==> src/hdl/mmt_pkg.sv <==
// types, codes and constants of the matrix multiply engine
package mmt_pkg;

    // defaults of the top level parameters
    localparam int MAX_DIM_DEF     = 8;
    localparam int VALUE_WIDTH_DEF = 32;

    // fixed-point format
    localparam int FRAC_BITS = 16;

    // command queue depth between front and back
    localparam int QUEUE_DEPTH = 4;

    // input action codes
    localparam logic [1:0] ACT_WR_FIRST  = 2'd0;
    localparam logic [1:0] ACT_WR_SECOND = 2'd1;
    localparam logic [1:0] ACT_COMPUTE   = 2'd2;

    // configuration register indexes
    localparam logic [2:0] CFG_RESULT_ROWS      = 3'd0;
    localparam logic [2:0] CFG_RESULT_COLS      = 3'd1;
    localparam logic [2:0] CFG_INNER_LENGTH     = 3'd2;
    localparam logic [2:0] CFG_TRANSPOSE_FIRST  = 3'd3;
    localparam logic [2:0] CFG_TRANSPOSE_SECOND = 3'd4;

    // configuration reset values
    localparam logic [3:0] DIM_RESET = 4'd8;

    // input item
    typedef struct packed {
        logic [1:0]         action;
        logic [2:0]         elem_row;
        logic [2:0]         elem_col;
        logic signed [31:0] element_value;
    } in_item_t;

    // result item
    typedef struct packed {
        logic [2:0]         out_row;
        logic [2:0]         out_col;
        logic signed [31:0] result_value;
        logic               saturated;
        logic               last_of_run;
    } out_item_t;

    // classified command handed from front to back
    typedef enum logic [1:0] {
        CMD_WR_FIRST,
        CMD_WR_SECOND,
        CMD_COMPUTE
    } cmd_kind_t;

    typedef struct packed {
        cmd_kind_t          kind;
        logic [2:0]         row;
        logic [2:0]         col;
        logic signed [31:0] value;
    } cmd_t;

    // configuration seen by the back end
    typedef struct packed {
        logic [3:0] result_rows;
        logic [3:0] result_cols;
        logic [3:0] inner_length;
        logic       transpose_first;
        logic       transpose_second;
    } cfg_t;

endpackage

==> src/hdl/mmt_front.sv <==
// front end: takes input transfers, drops dead items, builds commands
module mmt_front #(
    parameter int MAX_DIM = mmt_pkg::MAX_DIM_DEF
) (
    input  logic              aclk,
    input  logic              aresetn,
    input  logic              s_valid,
    output logic              s_ready,
    input  mmt_pkg::in_item_t s_data,
    output logic              cmd_valid,
    input  logic              cmd_ready,
    output mmt_pkg::cmd_t     cmd
);

    logic          cmd_valid_reg;
    mmt_pkg::cmd_t cmd_reg;
    mmt_pkg::cmd_t cmd_new;
    logic          keep;
    logic          in_range;

    // one-entry holding stage toward the queue
    assign s_ready   = !cmd_valid_reg || cmd_ready;
    assign cmd_valid = cmd_valid_reg;
    assign cmd       = cmd_reg;

    // classify the incoming item
    always_comb begin
        in_range      = (int'(s_data.elem_row) < MAX_DIM) && (int'(s_data.elem_col) < MAX_DIM);
        cmd_new.row   = s_data.elem_row;
        cmd_new.col   = s_data.elem_col;
        cmd_new.value = s_data.element_value;
        cmd_new.kind  = mmt_pkg::CMD_COMPUTE;
        keep          = 1'b0;
        unique case (s_data.action)
            mmt_pkg::ACT_WR_FIRST: begin
                cmd_new.kind = mmt_pkg::CMD_WR_FIRST;
                keep         = in_range;
            end
            mmt_pkg::ACT_WR_SECOND: begin
                cmd_new.kind = mmt_pkg::CMD_WR_SECOND;
                keep         = in_range;
            end
            mmt_pkg::ACT_COMPUTE: begin
                cmd_new.kind = mmt_pkg::CMD_COMPUTE;
                keep         = 1'b1;
            end
            default: begin
                keep = 1'b0;
            end
        endcase
    end

    // holding register
    always_ff @(posedge aclk) begin
        if (!aresetn) begin
            cmd_valid_reg <= 1'b0;
        end else begin
            if (cmd_valid_reg && cmd_ready) begin
                cmd_valid_reg <= 1'b0;
            end
            if (s_valid && s_ready && keep) begin
                cmd_valid_reg <= 1'b1;
            end
        end
    end

    always_ff @(posedge aclk) begin
        if (s_valid && s_ready && keep) begin
            cmd_reg <= cmd_new;
        end
    end

endmodule

==> config.mk <==
export PLATFORM = sky130hd
export DESIGN_NAME = mmt_front
export DESIGN_NICKNAME = d
export VERILOG_FILES = /design/src/hdl/mmt_pkg.sv /design/src/hdl/mmt_front.sv
export SDC_FILE = /design/constraint.sdc
export NUM_CORES = 1
export LEC_CHECK = 0
export BUFFER_PORTS_ARGS = -buffer_cell sky130_fd_sc_hd__buf_2
export CAP_MARGIN = 20
export CORE_ASPECT_RATIO = 0.5
export CORE_MARGIN = 2
export CORE_UTILIZATION = 35
export CTS_BUF_LIST = sky130_fd_sc_hd__clkbuf_16
export CTS_CLUSTER_SIZE = 24
export DETAILED_ROUTE_END_ITERATION = 16
export PLACE_DENSITY_LB_ADDON = 0.25
export SYNTH_ARGS = -nofsm -noshare
export SYNTH_HDL_FRONTEND = slang
export SYNTH_SLANG_ARGS = --single-unit
==> constraint.sdc <==
create_clock -name aclk -period 3 [get_ports aclk]
set_clock_uncertainty 0.2 [all_clocks]
set_input_delay 0.6 -clock aclk [delete_from_list [all_inputs] [get_ports aclk]]
set_output_delay 0.6 -clock aclk [all_outputs]
set_load 0.02 [all_outputs]
-- Word-level counts from Yosys, hierarchy flattened
Cells that the tools add are included.
- bits in writable memories: 0
- word-level logic and storage cells: 19
- ROM bits: 0
- bits in latches: 0
- input bits: 44
- output and inout bits: 42
- memories: 0
- bits in registers: 41
- eq/ne operators: 2
- add/subtract/negate cells: 0
- div/mod/pow operators: 0
- order comparisons: 0
- multipliers: 0
- mux-type cells: 4
- shift operators: 0
- bitwise operators: 0
- reduce and logical (&&, ||, !) cells: 8
- operators with widths (cell ; number):
    $pmux W2 S2 ; 1
    $logic_and A1 B1 Y1 ; 3
    $mux W1 ; 3
    $reduce_or A3 Y1 ; 1
    $eq A2 B1 Y1 const B ; 1
    $eq A2 B2 Y1 const B ; 1
    $logic_not A2 Y1 ; 1
    $reduce_bool A2 Y1 ; 1
    $logic_not A1 Y1 ; 1
    $logic_or A1 B1 Y1 ; 1

-- Longest topological paths before layout
- depth after elaboration: 5
- depth in mapped cells: 2
- depth with buffers taken out: 2

-- Worst setup path before layout
Ideal clock, no wire load.
- path kind: input -> register
- start: input cmd_ready
- end: register cmd_reg, in the netlist cmd[0] (enable)
- stages on the path: 2
- setup slack: -0.362 ns
- path buffers: 0
- arrival: 2.720 ns
- library setup time: 0.442 ns
- cells stage by stage: nand2b_1 nor2b_1
- word-level cells in the longest chain between the ends: 3
- ends and longest elaborated chain (element ; line ; source):
    start: declaration ; mmt_front.sv:11 ; input logic cmd_ready,
    $logic_or A1 B1 Y1 ; mmt_front.sv:22 ; assign s_ready = !cmd_valid_reg || cmd_ready;
    $logic_and A1 B1 Y1 (2 in a row) ; mmt_front.sv:68 ; if (s_valid && s_ready && keep) begin
    end signal: assignment ; mmt_front.sv:69 ; cmd_reg <= cmd_new;
    end: declaration ; mmt_front.sv:16 ; mmt_pkg::cmd_t cmd_reg;
No other way between the ends.
A chain may end at the register's enable or synchronous reset.

-- Final worst setup path
- start: input s_data[38] (netlist name)
- end: register cmd_reg, in the netlist cmd[13] (enable)
- word-level cells in the longest chain between the ends: 4
- elaborated cells between the ends (all ways): 6
- classes of those cells: eq/ne: 2; mux: 1; reduce/logical: 3
- ends and longest elaborated chain (element ; line ; source):
    start: declaration ; mmt_front.sv:9 ; input mmt_pkg::in_item_t s_data,
    $eq A2 B2 Y1, or another cell as far along ; mmt_front.sv:34 ; unique case (s_data.action)
    $reduce_or A3 Y1 (no line) * ; -- ;
    $mux W1 * ; mmt_front.sv:34 ;
    $logic_and A1 B1 Y1 * ; mmt_front.sv:68 ;
Mark *: on every way between the ends. The rest lies on a longest branch, timed or not.

==> metrics.txt <==
ANT cells 0; Final Max Slew Viols 0; Final nets 183; total gr overflow 0; Post-CTS Setup Bufs 0; #FFs+latches synth 41; HPWL Detailed 1798 um; GRT Util Overall 11.36%; Hold WC Path Type input pin to register; Seq pwr share 52.9%; die area 4140 um^2; Tot Pwr 0.001277 W; highest net fanout along the worst path 21; setup tns final 0 ns; CP Capture Type register; Worst-path clk slew 0.06 ns; drt pass-1 iters 3; layout cells sized above 1 67.63%; outcome finished clean; Net Sw Frac 20.68%; root buf cell clkbuf_16; max-cap violations 0; DRT Wirelength 2322 um; Slew Limit Headroom 61.12%; R2R Setup Slk 1.29 ns; Slew @ Worst Pin 0.5819 ns; routability congestion estimate 0.6264; drt wl/cell 12.22 um; Yosys top cell area share 94.96%; clock buffer depth 2; pre-CTS WS 0.7840 ns; Final setup viols 0; vias in the first global route 668; Final Cycle Share 63.35%; initial drt markers 46; yosys warns 0; Mapped Avg Cell Area 26.91 um^2; # DRC 0; initial antenna violation count 0; Peak VDD IR 311.3 uV; H-tree levels 2; Critical Path RT 2.78 ns; vias per inst 4.047; core box area 3453 um^2; Worst-Skew Late Latency 0.27 ns; max reg flops 40; I/O Pins 86; final count of hold timing violations 0; crit path launch type input pin; Post-CTS Resized 0; CTS Buf Count 5; FP Rows 15; P&R area growth vs syn 51.04%; Die H 46.51 um; PD cells 668.4 nW/um^2; internal cell power 0.001013 W; RSZ-0062 raised after global routing false; P_sw 0.0002641 W; largest area contributor in the netlist edfxtp_1; first-pass GRT wire length 3208 um; Fmax 526.2 MHz; Die X-Extent 89.02 um; Clk pwr share 37.5%; Final ANT Viol Nets 0; CP Class input pin to register; crit path DAT 1.68 ns; buffers added on ports 85; Cell variety after synth 7; sequential fraction of the synthesis area 96.54%; cell count after synthesis 47; largest net degree at the start of global routing 22; Hold Buf Count CTS 0; Synth Cell Area 1265 um^2; Starting Density 36.63%; Synth area leaders edfxtp_1, dfxtp_1, nor2b_1; Clock Sinks 41; combinational power share 9.6%; Leak 0.8235 nW; Net Count, Synth 91; final setup margin 1.100 ns; CTS tree built; DR vias 769; Final min period 1.900 ns
through the flow:
| stage | instance area, um^2 | util [%] | hold WS [ns] | instances |
|---|---|---|---|---|
| after CTS | 1911 | 55.33 | 0.2904 | 190 |
| after global placement | 1778 | 51.49 | 0.3149 | 183 |
| after floorplan | 1267 | - | 0.4989 | 47 |
| after detailed placement | 1778 | 51.49 | 0.3356 | 183 |
| after global routing | 1911 | 55.33 | 0.2847 | 190 |
| final | 1911 | 55.33 | 0.2977 | 190 |
critical path, cell delays in order:
cell,delay [ns]
buf_2,0.10
a21bo_2,0.24
nor2b_4,0.49
buf_12,0.25
cell families after synthesis:
kind of cell	Yosys count	share of synthesized area (%)
and+or+nand+nor	3	1.484
DFF	41	96.54
buffers and inverters	1	0.2965
AOI/OAI and AO/OA	2	1.681
routing by layer:
| metal | up-vias | track usage (%) | part of all wire [%] |
|---|---|---|---|
| met5 | - | 0 | 0 |
| met4 | 0 | 5.373 | 1.4 |
| met3 | 5 | 5.735 | 8.1 |
| met2 | 36 | 16.27 | 50 |
| met1 | 360 | 14.50 | 41 |
| li1 | 368 | - | - |
worst paths after layout:
kind                            startpoint   endpoint  depth (start not counted)
worst min register to register   cmd_valid  cmd_valid                          2
worst max-delay path            s_data[38]    cmd[13]                          4
worst min-delay path            s_data[15]    cmd[15]                          1
worst max register to register   cmd_valid    cmd[13]                          3
cell usage after synthesis, drive strengths merged:
| master | count |
|---|---|
| nand2b | 1 |
| clkbuf | 1 |
| edfxtp | 40 |
| a21boi | 1 |
| dfxtp | 1 |
| nor2b | 2 |
| a21bo | 1 |
power by group through the flow:
stage          logic (W)  registers [W]  clock network (W)
2_1_floorplan  0.0000160       0.000732                  0
3_5_place_dp    0.000124       0.000688                  0
3_3_place_gp    0.000122       0.000688                  0
4_1_cts         0.000124       0.000677           0.000493
5_1_grt         0.000131       0.000679           0.000521
6_report        0.000122       0.000676           0.000479
layout make-up:
class	count	area [um^2]
clock inverter	2	7.507
fill	301	1543
clock buffer	5	125.1
multi-input combinational	5	47.55
sequential	41	1221
timing repair buffer	86	445.4
tap	51	63.81
layout by cell type (no fill, tap or decap):
cell type	instances
inv_1	1
clkbuf_16	5
dfxtp_1	1
nor2b_4	1
buf_2	85
nor2b_1	1
a21boi_2	1
buf_12	1
edfxtp_1	40
a21bo_2	1
clkinv_1	1
nand2b_1	1
Note: power is estimated with default switching activity, not from simulation.
