## config.mk

```make
export PLATFORM = sky130hd
export DESIGN_NAME = mmt_queue
export DESIGN_NICKNAME = d
export VERILOG_FILES = /design/src/hdl/mmt_pkg.sv /design/src/hdl/mmt_queue.sv
export SDC_FILE = /design/constraint.sdc
export NUM_CORES = 1
export LEC_CHECK = 0
export ABC_AREA = 0
export ABC_CLOCK_PERIOD_IN_PS = 2400
export BUFFER_PORTS_ARGS = -buffer_cell sky130_fd_sc_hd__buf_2
export CORE_UTILIZATION = 45
export CTS_BUF_LIST = sky130_fd_sc_hd__clkbuf_2 sky130_fd_sc_hd__clkbuf_4 sky130_fd_sc_hd__clkbuf_8
export DETAILED_ROUTE_END_ITERATION = 16
export PLACE_DENSITY = 0.67
export SKIP_CTS_REPAIR_TIMING = 1
export SYNTH_ARGS = -nofsm -noshare
export SYNTH_HDL_FRONTEND = slang
export SYNTH_SLANG_ARGS = --single-unit
```

## constraint.sdc

```tcl
create_clock -name aclk -period 2.4 [get_ports aclk]
set_clock_uncertainty 0.05 [all_clocks]
set_input_delay 0 -clock aclk [delete_from_list [all_inputs] [get_ports aclk]]
set_output_delay 0 -clock aclk [all_outputs]
set_load 0.05 [all_outputs]
```

## src/hdl/mmt_pkg.sv

```systemverilog
// types, codes and constants of the matrix multiply engine
package mmt_pkg;

    // defaults of the top level parameters
    localparam int MAX_DIM_DEF     = 8;
    localparam int VALUE_WIDTH_DEF = 32;

    // fixed-point format
    localparam int FRAC_BITS = 16;

    // command queue depth between front and back
    localparam int QUEUE_DEPTH = 4;

    // input action codes
    localparam logic [1:0] ACT_WR_FIRST  = 2'd0;
    localparam logic [1:0] ACT_WR_SECOND = 2'd1;
    localparam logic [1:0] ACT_COMPUTE   = 2'd2;

    // configuration register indexes
    localparam logic [2:0] CFG_RESULT_ROWS      = 3'd0;
    localparam logic [2:0] CFG_RESULT_COLS      = 3'd1;
    localparam logic [2:0] CFG_INNER_LENGTH     = 3'd2;
    localparam logic [2:0] CFG_TRANSPOSE_FIRST  = 3'd3;
    localparam logic [2:0] CFG_TRANSPOSE_SECOND = 3'd4;

    // configuration reset values
    localparam logic [3:0] DIM_RESET = 4'd8;

    // input item
    typedef struct packed {
        logic [1:0]         action;
        logic [2:0]         elem_row;
        logic [2:0]         elem_col;
        logic signed [31:0] element_value;
    } in_item_t;

    // result item
    typedef struct packed {
        logic [2:0]         out_row;
        logic [2:0]         out_col;
        logic signed [31:0] result_value;
        logic               saturated;
        logic               last_of_run;
    } out_item_t;

    // classified command handed from front to back
    typedef enum logic [1:0] {
        CMD_WR_FIRST,
        CMD_WR_SECOND,
        CMD_COMPUTE
    } cmd_kind_t;

    typedef struct packed {
        cmd_kind_t          kind;
        logic [2:0]         row;
        logic [2:0]         col;
        logic signed [31:0] value;
    } cmd_t;

    // configuration seen by the back end
    typedef struct packed {
        logic [3:0] result_rows;
        logic [3:0] result_cols;
        logic [3:0] inner_length;
        logic       transpose_first;
        logic       transpose_second;
    } cfg_t;

endpackage

```

## src/hdl/mmt_queue.sv

```systemverilog
// short command queue between front and back
module mmt_queue (
    input  logic          aclk,
    input  logic          aresetn,
    input  logic          wr_valid,
    output logic          wr_ready,
    input  mmt_pkg::cmd_t wr_data,
    output logic          rd_valid,
    input  logic          rd_ready,
    output mmt_pkg::cmd_t rd_data
);

    localparam int PW = (mmt_pkg::QUEUE_DEPTH > 1) ? $clog2(mmt_pkg::QUEUE_DEPTH) : 1;
    localparam int CW = $clog2(mmt_pkg::QUEUE_DEPTH + 1);

    mmt_pkg::cmd_t slot_reg [mmt_pkg::QUEUE_DEPTH];
    logic [PW-1:0] wptr_reg;
    logic [PW-1:0] rptr_reg;
    logic [CW-1:0] count_reg;
    logic          push;
    logic          pop;

    assign wr_ready = (count_reg != CW'(mmt_pkg::QUEUE_DEPTH));
    assign rd_valid = (count_reg != '0);
    assign rd_data  = slot_reg[rptr_reg];
    assign push     = wr_valid && wr_ready;
    assign pop      = rd_valid && rd_ready;

    // pointers and fill count
    always_ff @(posedge aclk) begin
        if (!aresetn) begin
            wptr_reg  <= '0;
            rptr_reg  <= '0;
            count_reg <= '0;
        end else begin
            if (push) begin
                wptr_reg <= (wptr_reg == PW'(mmt_pkg::QUEUE_DEPTH - 1)) ? '0 : wptr_reg + 1'b1;
            end
            if (pop) begin
                rptr_reg <= (rptr_reg == PW'(mmt_pkg::QUEUE_DEPTH - 1)) ? '0 : rptr_reg + 1'b1;
            end
            if (push && !pop) begin
                count_reg <= count_reg + 1'b1;
            end else if (pop && !push) begin
                count_reg <= count_reg - 1'b1;
            end
        end
    end

    // storage
    always_ff @(posedge aclk) begin
        if (push) begin
            slot_reg[wptr_reg] <= wr_data;
        end
    end

endmodule

```

# Yosys cells after proc, flatten, opt, wreduce, memory -nomap -nowiden
# Memories as Yosys holds them, arrays and structs flattened. A register that Yosys moved wholly into a read port is not among the register bits.
# Index checks and enable logic that the tools add are counted.
totals:
  regBits: 7
  mem_bits_rw: 160
  inputBits: 44
  out_inout_bits: 42
  word_cells: 27
  n_memories: 1
memory_table:
  columns: ["name", "words", "width", "rd", "rd_clocked_by_memory_dff", "write_ports", "line_no", "text"]
  rows:
  - ["slot_reg", 4, 40, 1, 1, 1, "mmt_queue.sv:16", "mmt_pkg::cmd_t slot_reg [mmt_pkg::QUEUE_DEPTH];"]
classes:
  add_sub_neg: 4
  n_eq_ne: 3
  n_mux: 8
  n_reduce_logical: 8
ops:
  columns: ["cell", "n"]
  rows:
  - ["$mux W2", 4]
  - ["$mux W3", 2]
  - ["$add A2 B1 Y2 const B", 2]
  - ["$eq A2 B2 Y1 const B", 2]
  - ["$logic_and A1 B1 Y1", 4]
  - ["$add A3 B1 Y3 const B", 1]
  - ["$ne A3 B3 Y1 const B", 1]
  - ["$reduce_bool A3 Y1", 1]
  - ["$sub A3 B1 Y3 const B", 1]
  - ["$logic_not A1 Y1", 2]
  - ["$mux W1", 2]
  - ["$reduce_bool A2 Y1", 1]

# Logic depth before layout (Yosys ltp)
# Gate-level depths: netlist (run 1).
depth:
  word_depth: 6
  ltp_mapped: 9
  mapped_depth_nobuf: 8

# Least setup slack after synthesis (run 1)
# OpenSTA, ideal clock, no wires.
synth_timing:
  path_type: "register to register"
  start: "register count_reg[0]"
  end: "register count_reg[2]"
  setup_ns: 0.076
  arrival_time_ns: 2.155
  t_required_ns: 2.274
  path_slack_ns: 0.119
  path_stages_with_launch: 10
  n_path_buf: 1
  synth_period_minus_slack_ns: 2.281
  cell_sequence: "dfxtp_1 > or3b_1 > buf_6 > and2_4 > ha_1 > inv_1 > fa_1 > xor2_1 > or3_2 > a21boi_0"
synth_between:
  elab_chain_cells: 5
synth_lines:
  columns: ["item", "line_no", "text"]
  rows:
  - ["start: declaration", "mmt_queue.sv:19", "logic [CW-1:0] count_reg;"]
  - ["start signal: assignment", "mmt_queue.sv:43", "count_reg <= count_reg + 1'b1;"]
  - ["start signal: assignment", "mmt_queue.sv:45", "count_reg <= count_reg - 1'b1;"]
  - ["$ne A3 B3 Y1 *", "mmt_queue.sv:23", "assign wr_ready = (count_reg != CW'(mmt_pkg::QUEUE_DEPTH));"]
  - ["named net wr_ready", "mmt_queue.sv:6", "output logic wr_ready,"]
  - ["$logic_and A1 B1 Y1 *", "mmt_queue.sv:26", "assign push = wr_valid && wr_ready;"]
  - ["named net push", "mmt_queue.sv:20", "logic push;"]
  - ["$logic_not A1 Y1", "mmt_queue.sv:44", "end else if (pop && !push) begin"]
  - ["$logic_and A1 B1 Y1", "mmt_queue.sv:44", null]
  - ["$reduce_bool A2 Y1 (no line)", null, null]
# Mark *: on every way through the listed nets, which the timed path passes. The rest lies on a longest branch. The select of a mux whose other input is x is not followed.
# A chain may end at the register's enable or synchronous reset.

# Worst setup path in the final report (run 1)
layout_timing:
  start: "register count_reg[1]"
  end: "register count_reg[2]"
layout_between:
  elab_chain_cells: 5
layout_lines:
  columns: ["item", "line_no"]
  rows:
  - ["$ne A3 B3 Y1 *", "mmt_queue.sv:23"]
  - ["$logic_and A1 B1 Y1 *", "mmt_queue.sv:26"]
  - ["named net push", "mmt_queue.sv:20"]
  - ["$logic_not A1 Y1", "mmt_queue.sv:44"]
  - ["$logic_and A1 B1 Y1", "mmt_queue.sv:44"]
  - ["$reduce_bool A2 Y1 (no line)", null]
# Marks and branches as above.

==> key figures, run 1 <==
Run status
  – Status: finished clean

Clocking
  – Maximum clock insertion buffer count: 2
  – TritonCTS clock tree: done
  – H-tree Lvls: 4
  – Clock Root Buffer: clkbuf_8
  – CTS Buf Count: 17
  – Skew-Pair Late Insertion Delay: 440 ps
  – Clock slew at reported path FFs: 70 ps
  – Clock sink total: ~170

Detailed routing
  – DRC: 0
  – Top sig layer: met4
  – DRT Pass-1 Iters: 4
  – Antenna Nets Post-Route: 0
  – DR WL/cell: 18.2 um
  – WL met1: roughly 4800 um
  – DR WL met2: 5360 um
  – Vias: 3037
  – Met3 wire length: about 470 um
  – Final WL: 10800 um
  – Avg Vias per Cell: 5.15
  – Iteration-0 DRC Markers: approximately 260

Timing
  – Final Critical Period: 2280 ps
  – Max Slew Vio Count: 0
  – Setup TNS: 0 ps
  – Slew @ Worst Pin: 1110 ps
  – Achievable frequency: 439 MHz
  – Final setup margin: 121 ps
  – Slew HR: 26.0%
  – RSZ-0062 raised after global routing: no
  – Hold Vio Cnt, Final: 0
  – Final period util: 95.0%
  – Final setup viols: 0
  – Worst hold slack: about 250 ps

Floorplanning
  – Initial Utilization: 46.6%
  – # IOs: between 80 and 90
  – Core area: 13400 sq um
  – Die height: 120 um
  – Die W: 120 um
  – Die Area: 14400 sq um
  – Number of cell rows: 42

Place
  – Placed Cells: 518
  – Buffers on Ports: between 80 and 90
  – HPWL Detailed: 6410 um
  – Setup WS pre-CTS: 53.3 ps
  – Placer Congestion: 0.686
  – Placed Area: just under 7000 sq um

Synthesis
  – Synth area leaders: edfxtp_1 77%, mux4_2 14%, dfxtp_1 2.9%
  – Avg Inst Size Synth: roughly 24 sq um
  – Netlist cell types: 27
  – Warnings, synthesis: 0
  – Cell Area, Synth: 6250 sq um
  – Yosys top cell area share: about three quarters
  – Synth Register Bits: 169
  – Post-Synthesis Cells: 260
  – Syn nets: roughly 310
  – Yosys top cell by area: edfxtp_1
  – Post-synthesis sequential area ratio: 79.8%

Finish
  – Commonest non-fill, non-tap cell in the layout: edfxtp_1
  – Commonest non-fill, non-tap cells in the layout: 160 x edfxtp_1, 85 x buf_2, 44 x dlygate4sd3_1
  – Layout cells sized above 1: between 40% and 50%
  – Max reg flops: 160
  – Area Growth Syn to Fin: 23.2%
  – Final Net Count: 456
  – Finished Layout Cells: 590
  – Diode count: 0
  – Post-layout util: between 50% and 60%
  – Non-Filler Cell Area, Final: slightly below 8000 sq um

Power and ir drop
  – Sw Share: 34.5%
  – Clk pwr share: 20.9%
  – Internal power: 5.31 mW
  – Combinational power share: roughly a third
  – PD cells: 1050 nW/um^2
  – Leak pwr: 2.63 nW
  – NetSw: 2.79 mW
  – Max IR drop VDD: 0.545 mV
  – Flop pwr share: 46.5%
  – Total power: 8.10 mW

Setup path
  – Worst EP arrival: 2600 ps
  – Crit path max fanout: 5
  – Critical path required time: 2720 ps
  – CP peak stage delay: 420 ps
  – Crit. End Element: register
  – Startpoint types: register
  – Slowest cell on the critical path: dfxtp_1
  – Critical path cell sequence: or3b_1 > and2_4 > ha_1 > inv_1 > fa_1 > xor2_1 > or3_2 > a21boi_0
  – Crit Path Class: reg2reg

Hold path
  – Hold Path Class: in2reg

GRT
  – Largest net degree at the start of global routing: just over 40
  – First-pass GRT wire length: 16200 um
  – Vias in the first global route: 3075
  – Congestion Overflow GR: 0
  – Initial antenna violation count: 0
  – Gr usage total: about 16%

Job
  – Max-Cap Viols: 0
path summary, 6_finish.rpt:
| kind | from | endpoint | slack, ps | cells after the start |
|---|---|---|---|---|
| worst min register to register | wptr_reg[1] | wptr_reg[1] | 470 | 2 |
| worst max-delay path | count_reg[1] | count_reg[2] | 120 | 8 |
| worst max register to register | count_reg[1] | count_reg[2] | 120 | 8 |
| worst min-delay path | wr_data[11] | slot_reg[1][11] | 250 | 2 |
synth_stat cells:
master	number
and2_1	1
dfxtp_1	9
nand4_1	1
nand3_1	2
nand2_1	5
mux2i_1	2
or3b_1	1
edfxtp_1	160
a21boi_0	1
nor2_1	2
and3_2	4
xnor2_1	1
or3_2	2
buf_6	1
buf_4	4
buf_1	4
ha_1	6
and2_4	1
inv_1	3
clkbuf_1	2
o21ai_1	1
mux4_2	40
nor2b_1	1
o31ai_1	1
fa_1	1
o21ai_0	3
xor2_1	1
area by class of cell:
| type | instances | area [sq um] |
|---|---|---|
| Fill cell | 1059 | 5700 |
| Sequential cell | 169 | 4990 |
| Multi-Input combinational cell | 77 | 1190 |
| Timing Repair Buffer | 137 | 963 |
| Clock buffer | 21 | 264 |
| Tap cell | 176 | 220 |
| Clock inverter | 7 | 56.3 |
| Inverter | 3 | 11.3 |
power groups by stage:
| stage | Clock, mW | Sequential (mW) | Combinational, mW |
|---|---|---|---|
| 2_1_floorplan | 0 | 3.71 | 2.09 |
| 3_3_place_gp | 0 | 3.81 | 2.58 |
| 3_5_place_dp | 0 | 3.83 | 2.61 |
| 4_1_cts | 1.74 | 3.77 | 2.62 |
| 5_1_grt | 1.85 | 3.81 | 2.78 |
| 6_report | 1.69 | 3.76 | 2.65 |
layer usage:
metal | vias to the layer above | track usage, %
met5 | - | 0
met4 | 0 | 7.11
met3 | 15 | 4.80
met2 | 83 | 25.0
met1 | 1568 | 20.0
li1 | 1371 | -
cell families (layout without fill, tap and decap cells):
family / Yosys count / count (layout) / synth area share (%)
flip-flops: 169 / 169 / 79.8
multiplexers: 42 / 42 / 14.7
XOR/XNOR: 2 / 2 / 0.280
buffers and inverters: 14 / 168 / 1.20
AND/OR/NAND/NOR: 20 / 20 / 1.88
adder cells (fa/ha/maj): 7 / 7 / 1.52
AO/OA/AOI/OAI: 6 / 6 / 0.561
worst max-delay path, delay by kind of cell (launching register included):
| family | cells | cell delay (ps) |
|---|---|---|
| buffers and inverters | 1 | 80 |
| DFF | 1 | 420 |
| xor gates and xnor gates | 1 | 180 |
| AOI/OAI and AO/OA | 1 | 170 |
| and+or+nand+nor | 3 | 730 |
| adders and majority gates | 2 | 580 |
Note: power is estimated with default switching activity, not from simulation.
==> run 2: changes to the inputs <==
--- a/config.mk
+++ b/config.mk
@@ -12,6 +12,7 @@
 export CTS_BUF_LIST = sky130_fd_sc_hd__clkbuf_2 sky130_fd_sc_hd__clkbuf_4 sky130_fd_sc_hd__clkbuf_8
 export DETAILED_ROUTE_END_ITERATION = 16
 export PLACE_DENSITY = 0.67
+export REMOVE_ABC_BUFFERS = 1
 export SKIP_CTS_REPAIR_TIMING = 1
 export SYNTH_ARGS = -nofsm -noshare
 export SYNTH_HDL_FRONTEND = slang
==> run 2 against run 1 <==
Die area is the same. Flip-flop and latch count unchanged. Final cell count is 0.51% higher. Register-to-register slack lost 50 ps. Maximum frequency fell by 2.3%. Via count did not move. Non-clock buffer count fell by 1. Clock power grew 20%. Final area increased by 0.75%. Core utilization increased by 0.43 points. Count of clock-buffer cells in the layout fell by 2. Critical path type unchanged. Critical path depth down 2.
==> key figures, run 2 (same netlist as run 1, synthesis figures left out) <==
Setup path
  – Crit Path Class: reg2reg
  – R2R Path Start: count_reg[2]
  – R2R Path End: wptr_reg[0]
  – Critical Path Start: count_reg[2]
  – Crit. End Element: register
  – Most used cell, CP: dlygate4sd3_1
  – Startpoint types: register
  – Critical path required time: 2690 ps
  – R2R cell count: 6
  – Crit path max fanout: 6
  – R2R setup slack: 70 ps
  – Slowest cell on the critical path: dlygate4sd3_1
  – CP peak stage delay: 560 ps
  – Critical path cell sequence: or3b_1 > buf_4 > nand4_1 > dlygate4sd3_1 > o21ai_1 > dlygate4sd3_1
  – CP endpoint: wptr_reg[0]
  – Worst EP arrival: 2620 ps

Timing
  – Achievable frequency: 429 MHz
  – Hold Vio Cnt, Final: 0
  – Max Slew Vio Count: 0
  – Final setup viols: 0
  – Slew @ Worst Pin: 1100 ps
  – Worst hold slack: between 200 and 250 ps
  – Final Critical Period: 2330 ps
  – Slew HR: 26.6%
  – Final period util: 97.2%
  – Final setup margin: 66.5 ps

Job
  – Max-Cap Viols: 0

Place
  – HPWL Detailed: 6370 um
  – Buffers on Ports: 85
  – Setup WS pre-CTS: between 100 and 150 ps
  – Placer Congestion: between 0.7 and 0.8

Finish
  – Diode count: 0
  – Area Growth Syn to Fin: 24.2%
  – Final Net Count: 455
  – Seq. cell area: about 5000 sq um
  – Multi-input gate area: 1190 sq um
  – Commonest non-fill, non-tap cells in the layout: 160 x edfxtp_1, 85 x buf_2, 45 x dlygate4sd3_1
  – Filler cell count: 1014
  – Max reg flops: 160
  – Layout cells sized above 1: 40.5%
  – Commonest non-fill, non-tap cell in the layout: edfxtp_1

GRT
  – Largest net degree at the start of global routing: 41
  – First-pass GRT wire length: about 17000 um
  – Gr usage total: 16.2%
  – Congestion Overflow GR: 0
  – Initial antenna violation count: 0
  – Vias in the first global route: around 3.2k

Clocking
  – Clock slew at reported path FFs: roughly 90 ps
  – Maximum clock insertion buffer count: 2
  – Clock sink total: about 170
  – Clock Root Buffer: clkbuf_8
  – TritonCTS clock tree: done
  – CTS Buf Count: 17
  – Skew-Pair Late Insertion Delay: between 400 and 500 ps
  – H-tree Lvls: 4

Floorplanning
  – Initial Utilization: 46.6%
  – Die W: around 120 um
  – Core area: 13400 sq um
  – # IOs: 86
  – Die height: about 120 um
  – Number of cell rows: 42
  – Die Area: 14400 sq um

Run status
  – Status: finished clean

Detailed routing
  – Vias: 3037
  – Final WL: 10800 um
  – DRT Pass-1 Iters: 4
  – Antenna Nets Post-Route: 0
  – DRC: 0
  – Iteration-0 DRC Markers: 235
  – Avg Vias per Cell: 5.12
  – DR WL/cell: ~18 um

Power and ir drop
  – Max IR drop VDD: 0.665 mV
  – PD cells: 1090 nW/um^2
  – Leak pwr: approximately 2.7 nW

Hold path
  – Hold Path Class: in2reg
## run 2: per-stage QoR
step	utilization, %	total power, mW	TNS, ps	area (sq um)	cells
floorplan	-	5.75	-9400	6180	249
global placement	51.5	6.40	0	6900	516
detailed placement	51.5	6.44	0	6900	516
CTS	54.5	8.46	0	7300	548
global route	57.9	8.78	-10.5	7750	593
finish	57.9	8.42	0	7750	593
## run 2: worst max-delay path, delay by kind of cell, from the launching register on
family / cells / cell delay, ps
compound gates: 1 / 60
buf+inv: 3 / 1260
simple gates: 2 / 460
flops: 1 / 390
## run 2: power breakdown
| part | switching (mW) | internal, mW | leakage [nW] |
|---|---|---|---|
| clock | 0.985 | 1.04 | 0.199 |
| sequential | 0.164 | 3.59 | 1.54 |
| combinational | 1.75 | 0.888 | 0.910 |
## run 2: cell type report
| type | instances | share of cell area (%) |
|---|---|---|
| well taps | 176 | 2.84 |
| flip-flops and latches | 169 | 64.3 |
| multi-input cells | 77 | 15.3 |
| clock buffers | 19 | 3.21 |
| clock inverters | 13 | 1.97 |
| inverters | 3 | 0.145 |
| repair buffers | 136 | 12.2 |
## run 2: how the worst min path moves through the flow
| stage | from | endpoint | slack [ps] | depth (start not counted) |
|---|---|---|---|---|
| 6_report | wr_data[22] | slot_reg[0][22] | 250 | 2 |
| 5_1_grt | wr_data[3] | slot_reg[3][3] | 230 | 2 |
| 4_1_cts | wr_data[21] | slot_reg[1][21] | -330 | 1 |
| 3_5_place_dp | wr_data[21] | slot_reg[3][21] | 170 | 1 |
| 3_3_place_gp | wr_data[36] | slot_reg[0][36] | 160 | 1 |
| 2_1_floorplan | wr_data[0] | slot_reg[0][0] | 50 | 0 |
## run 2: routing by layer
metal | global-route usage, % | routed length, um
met1 | 20.1 | 4780
met2 | 25.5 | 5340
met3 | 6.18 | 554
met4 | 6.56 | 166
met5 | 0 | 0
==> run 3: changes to the inputs <==
--- a/config.mk
+++ b/config.mk
@@ -5,14 +5,15 @@
 export SDC_FILE = /design/constraint.sdc
 export NUM_CORES = 1
 export LEC_CHECK = 0
-export ABC_AREA = 0
+export ABC_AREA = 1
 export ABC_CLOCK_PERIOD_IN_PS = 2400
 export BUFFER_PORTS_ARGS = -buffer_cell sky130_fd_sc_hd__buf_2
 export CORE_UTILIZATION = 45
 export CTS_BUF_LIST = sky130_fd_sc_hd__clkbuf_2 sky130_fd_sc_hd__clkbuf_4 sky130_fd_sc_hd__clkbuf_8
 export DETAILED_ROUTE_END_ITERATION = 16
-export PLACE_DENSITY = 0.67
+export PLACE_DENSITY = 0.71
 export REMOVE_ABC_BUFFERS = 1
+export SETUP_SLACK_MARGIN = 0.15
 export SKIP_CTS_REPAIR_TIMING = 1
 export SYNTH_ARGS = -nofsm -noshare
 export SYNTH_HDL_FRONTEND = slang
==> run 3 against run 2 <==
Critical path depth fell by 2. Non-clock buffer count rose by 6. Count of clock-buffer cells in the layout fell by 1. Clock power rose by 17%. Largest power group unchanged. Maximum frequency rose by 14%. Core utilization fell by 0.77 points. Synthesized cell count rose by 76%. First-iteration DRC count rose by 40%. Worst setup slack improved by 280 ps. Die area rose by 4.8%. Largest cell class unchanged. Via count rose by 34%. Combinational power rose by 36%.
==> key figures, run 3 <==
Timing
  – Setup TNS: 0 ps
  – Max Slew Vio Count: 0
  – Slew @ Worst Pin: just over 500 ps
  – Achievable frequency: 487 MHz
  – Hold Vio Cnt, Final: 0
  – Final setup viols: 0
  – RSZ-0062 raised after global routing: no
  – Slew HR: about two thirds
  – Final period util: 85.6%
  – Worst hold slack: 247 ps
  – Final Critical Period: 2050 ps

Power and ir drop
  – Leak pwr: 2.89 nW
  – Max IR drop VDD: 0.653 mV
  – PD cells: ~1200 nW/um^2

Detailed routing
  – Vias: 4059
  – Final WL: 13200 um
  – Antenna Nets Post-Route: 0
  – DRC: 0
  – Iteration-0 DRC Markers: around 330
  – DRT Pass-1 Iters: 5
  – Avg Vias per Cell: 5.16
  – DR WL/cell: 16.8 um

Hold path
  – Hold Path Class: in2reg
  – Hold Crit Depth: 2

Setup path
  – Worst EP arrival: 2000 ps
  – Crit path max fanout: 24
  – Critical path cell sequence: buf_4 > o21ai_0 > o22ai_1 > buf_2
  – Crit Path Class: reg2out
  – Startpoint types: register
  – Slowest cell on the critical path: dfxtp_4
  – R2R cell count: 13
  – CP peak stage delay: 550 ps
  – Critical path required time: between 2000 and 2500 ps
  – Crit. End Element: output pin

Synthesis
  – Top_reg_cell synth: edfxtp_1
  – Cell Area, Synth: 6550 sq um
  – Count of flip-flops with a built-in enable after synthesis: 160
  – Post-Synthesis Cells: 457
  – Yosys top cell by area: edfxtp_1
  – Avg Inst Size Synth: ~14 sq um
  – Warnings, synthesis: 0
  – Most common cell in the netlist: edfxtp_1
  – Netlist cell types: 24
  – Synth Register Bits: 169
  – Synth area leaders: edfxtp_1 73%, nor2_1 5.5%, o22ai_1 3.8%
  – Post-synth ARST share: 0%
  – Yosys top cell area share: 73.3%
  – Post-synthesis sequential area ratio: 76.1%
  – Synth top cells by count: 160 x edfxtp_1, 96 x nor2_1, 42 x o21ai_0, 40 x o22ai_1, 37 x o21ai_1

Floorplanning
  – Die W: 123 um
  – Die height: roughly 120 um
  – Number of cell rows: 43
  – Die Area: 15100 sq um
  – Core area: between 10000 and 15000 sq um
  – # IOs: 86
  – Initial Utilization: 46.7%

Clocking
  – CTS Buf Count: 17
  – TritonCTS clock tree: done
  – H-tree Lvls: 4
  – Clock sink total: 169
  – Maximum clock insertion buffer count: 2
  – Clock slew at reported path FFs: approximately 90 ps
  – Skew-Pair Late Insertion Delay: 440 ps
  – Clock Root Buffer: clkbuf_8

GRT
  – Largest net degree at the start of global routing: approximately 80
  – First-pass GRT wire length: 19900 um
  – Congestion Overflow GR: 0
  – Vias in the first global route: 3945
  – Gr usage total: 18.1%
  – Initial antenna violation count: 1

Finish
  – Max reg flops: 160
  – Final Net Count: 644
  – Commonest non-fill, non-tap cells in the layout: 160 x edfxtp_1, 92 x nor2_1, 85 x buf_2
  – Area Growth Syn to Fin: 22.4%
  – Non-Filler Cell Area, Final: between 8000 and 9000 sq um
  – Commonest non-fill, non-tap cell in the layout: edfxtp_1
  – Layout cells sized above 1: 24.1%
  – Filler cell count: about 1.1k
  – Finished Layout Cells: 787
  – Post-layout util: a little under three fifths

Place
  – Placed Area: 7080 sq um
  – Placer Congestion: 0.776
  – HPWL Detailed: 7530 um
  – Buffers on Ports: 85
  – Placed Cells: a little over 700

Job
  – Max-Cap Viols: 0

Run status
  – Status: finished clean
==> run 3: cell types whose count changed in the layout (fill, tap and decap cells not counted), moves of 7 or more <==
| cell | change |
|---|---|
| nand2_1 | +7 |
| o21ai_1 | +36 |
| buf_4 | +7 |
| mux4_2 | -40 |
| o21ai_0 | +39 |
| o22ai_1 | +40 |
| nor2_1 | +90 |
| inv_1 | +11 |
==> run 3: worst paths after layout <==
kind           startpoint               to  slack, ps
max              register      rd_data[38]        350
min reg2reg  count_reg[0]     count_reg[0]        480
min           wr_data[19]  slot_reg[1][19]        250
max reg2reg  count_reg[1]     count_reg[2]        420
==> run 3: through the flow <==
step	power, mW	worst slack (ps)
after global routing	10.2	184
final	9.70	346
after CTS	9.71	194
after floorplan	6.35	-616
after global placement	7.25	496
after detailed placement	7.34	437
==> run 3: report_power, final <==
group	leakage, nW	internal (mW)	total, mW	switching [mW]
logic	1.11	0.854	3.58	2.73
clock network	0.238	1.37	2.38	1.01
registers	1.54	3.60	3.75	0.149
total	2.89	5.82	9.70	3.89
==> run 3: cells by family (layout without fill, tap and decap cells) <==
family | Yosys count | after routing | share of synthesized area, %
fa+ha+maj | 7 | 7 | 1.45
buf+inv | 42 | 191 | 5.23
simple gates | 115 | 115 | 6.85
other cells | 0 | 1 | 0
compound gates | 124 | 124 | 10.4
flops | 169 | 169 | 76.1
==> run 3: per-layer routing <==
metal	global-route usage [%]	wire length (um)	up-vias
li1	-	-	1963
met1	21.8	5690	1973
met2	30.3	6720	109
met3	5.95	669	14
met4	6.86	134	0
met5	0	0	-
==> run 3: final cells by class <==
type,instances,area [sq um],share of cell area (%)
clock buffers,18,241,3.01
well taps,180,225,2.81
diodes,1,2.50,0.0312
repair buffers,142,983,12.3
flip-flops and latches,169,4990,62.2
inverters,17,76.3,0.952
multi-input cells,246,1260,15.7
clock inverters,14,244,3.04
==> run 3: critical path: cells and delay by family, from the launching register on <==
family                 cells  cell delay, ps
buffers and inverters      2             630
flip-flops                 1             550
AO/OA/AOI/OAI              2             380
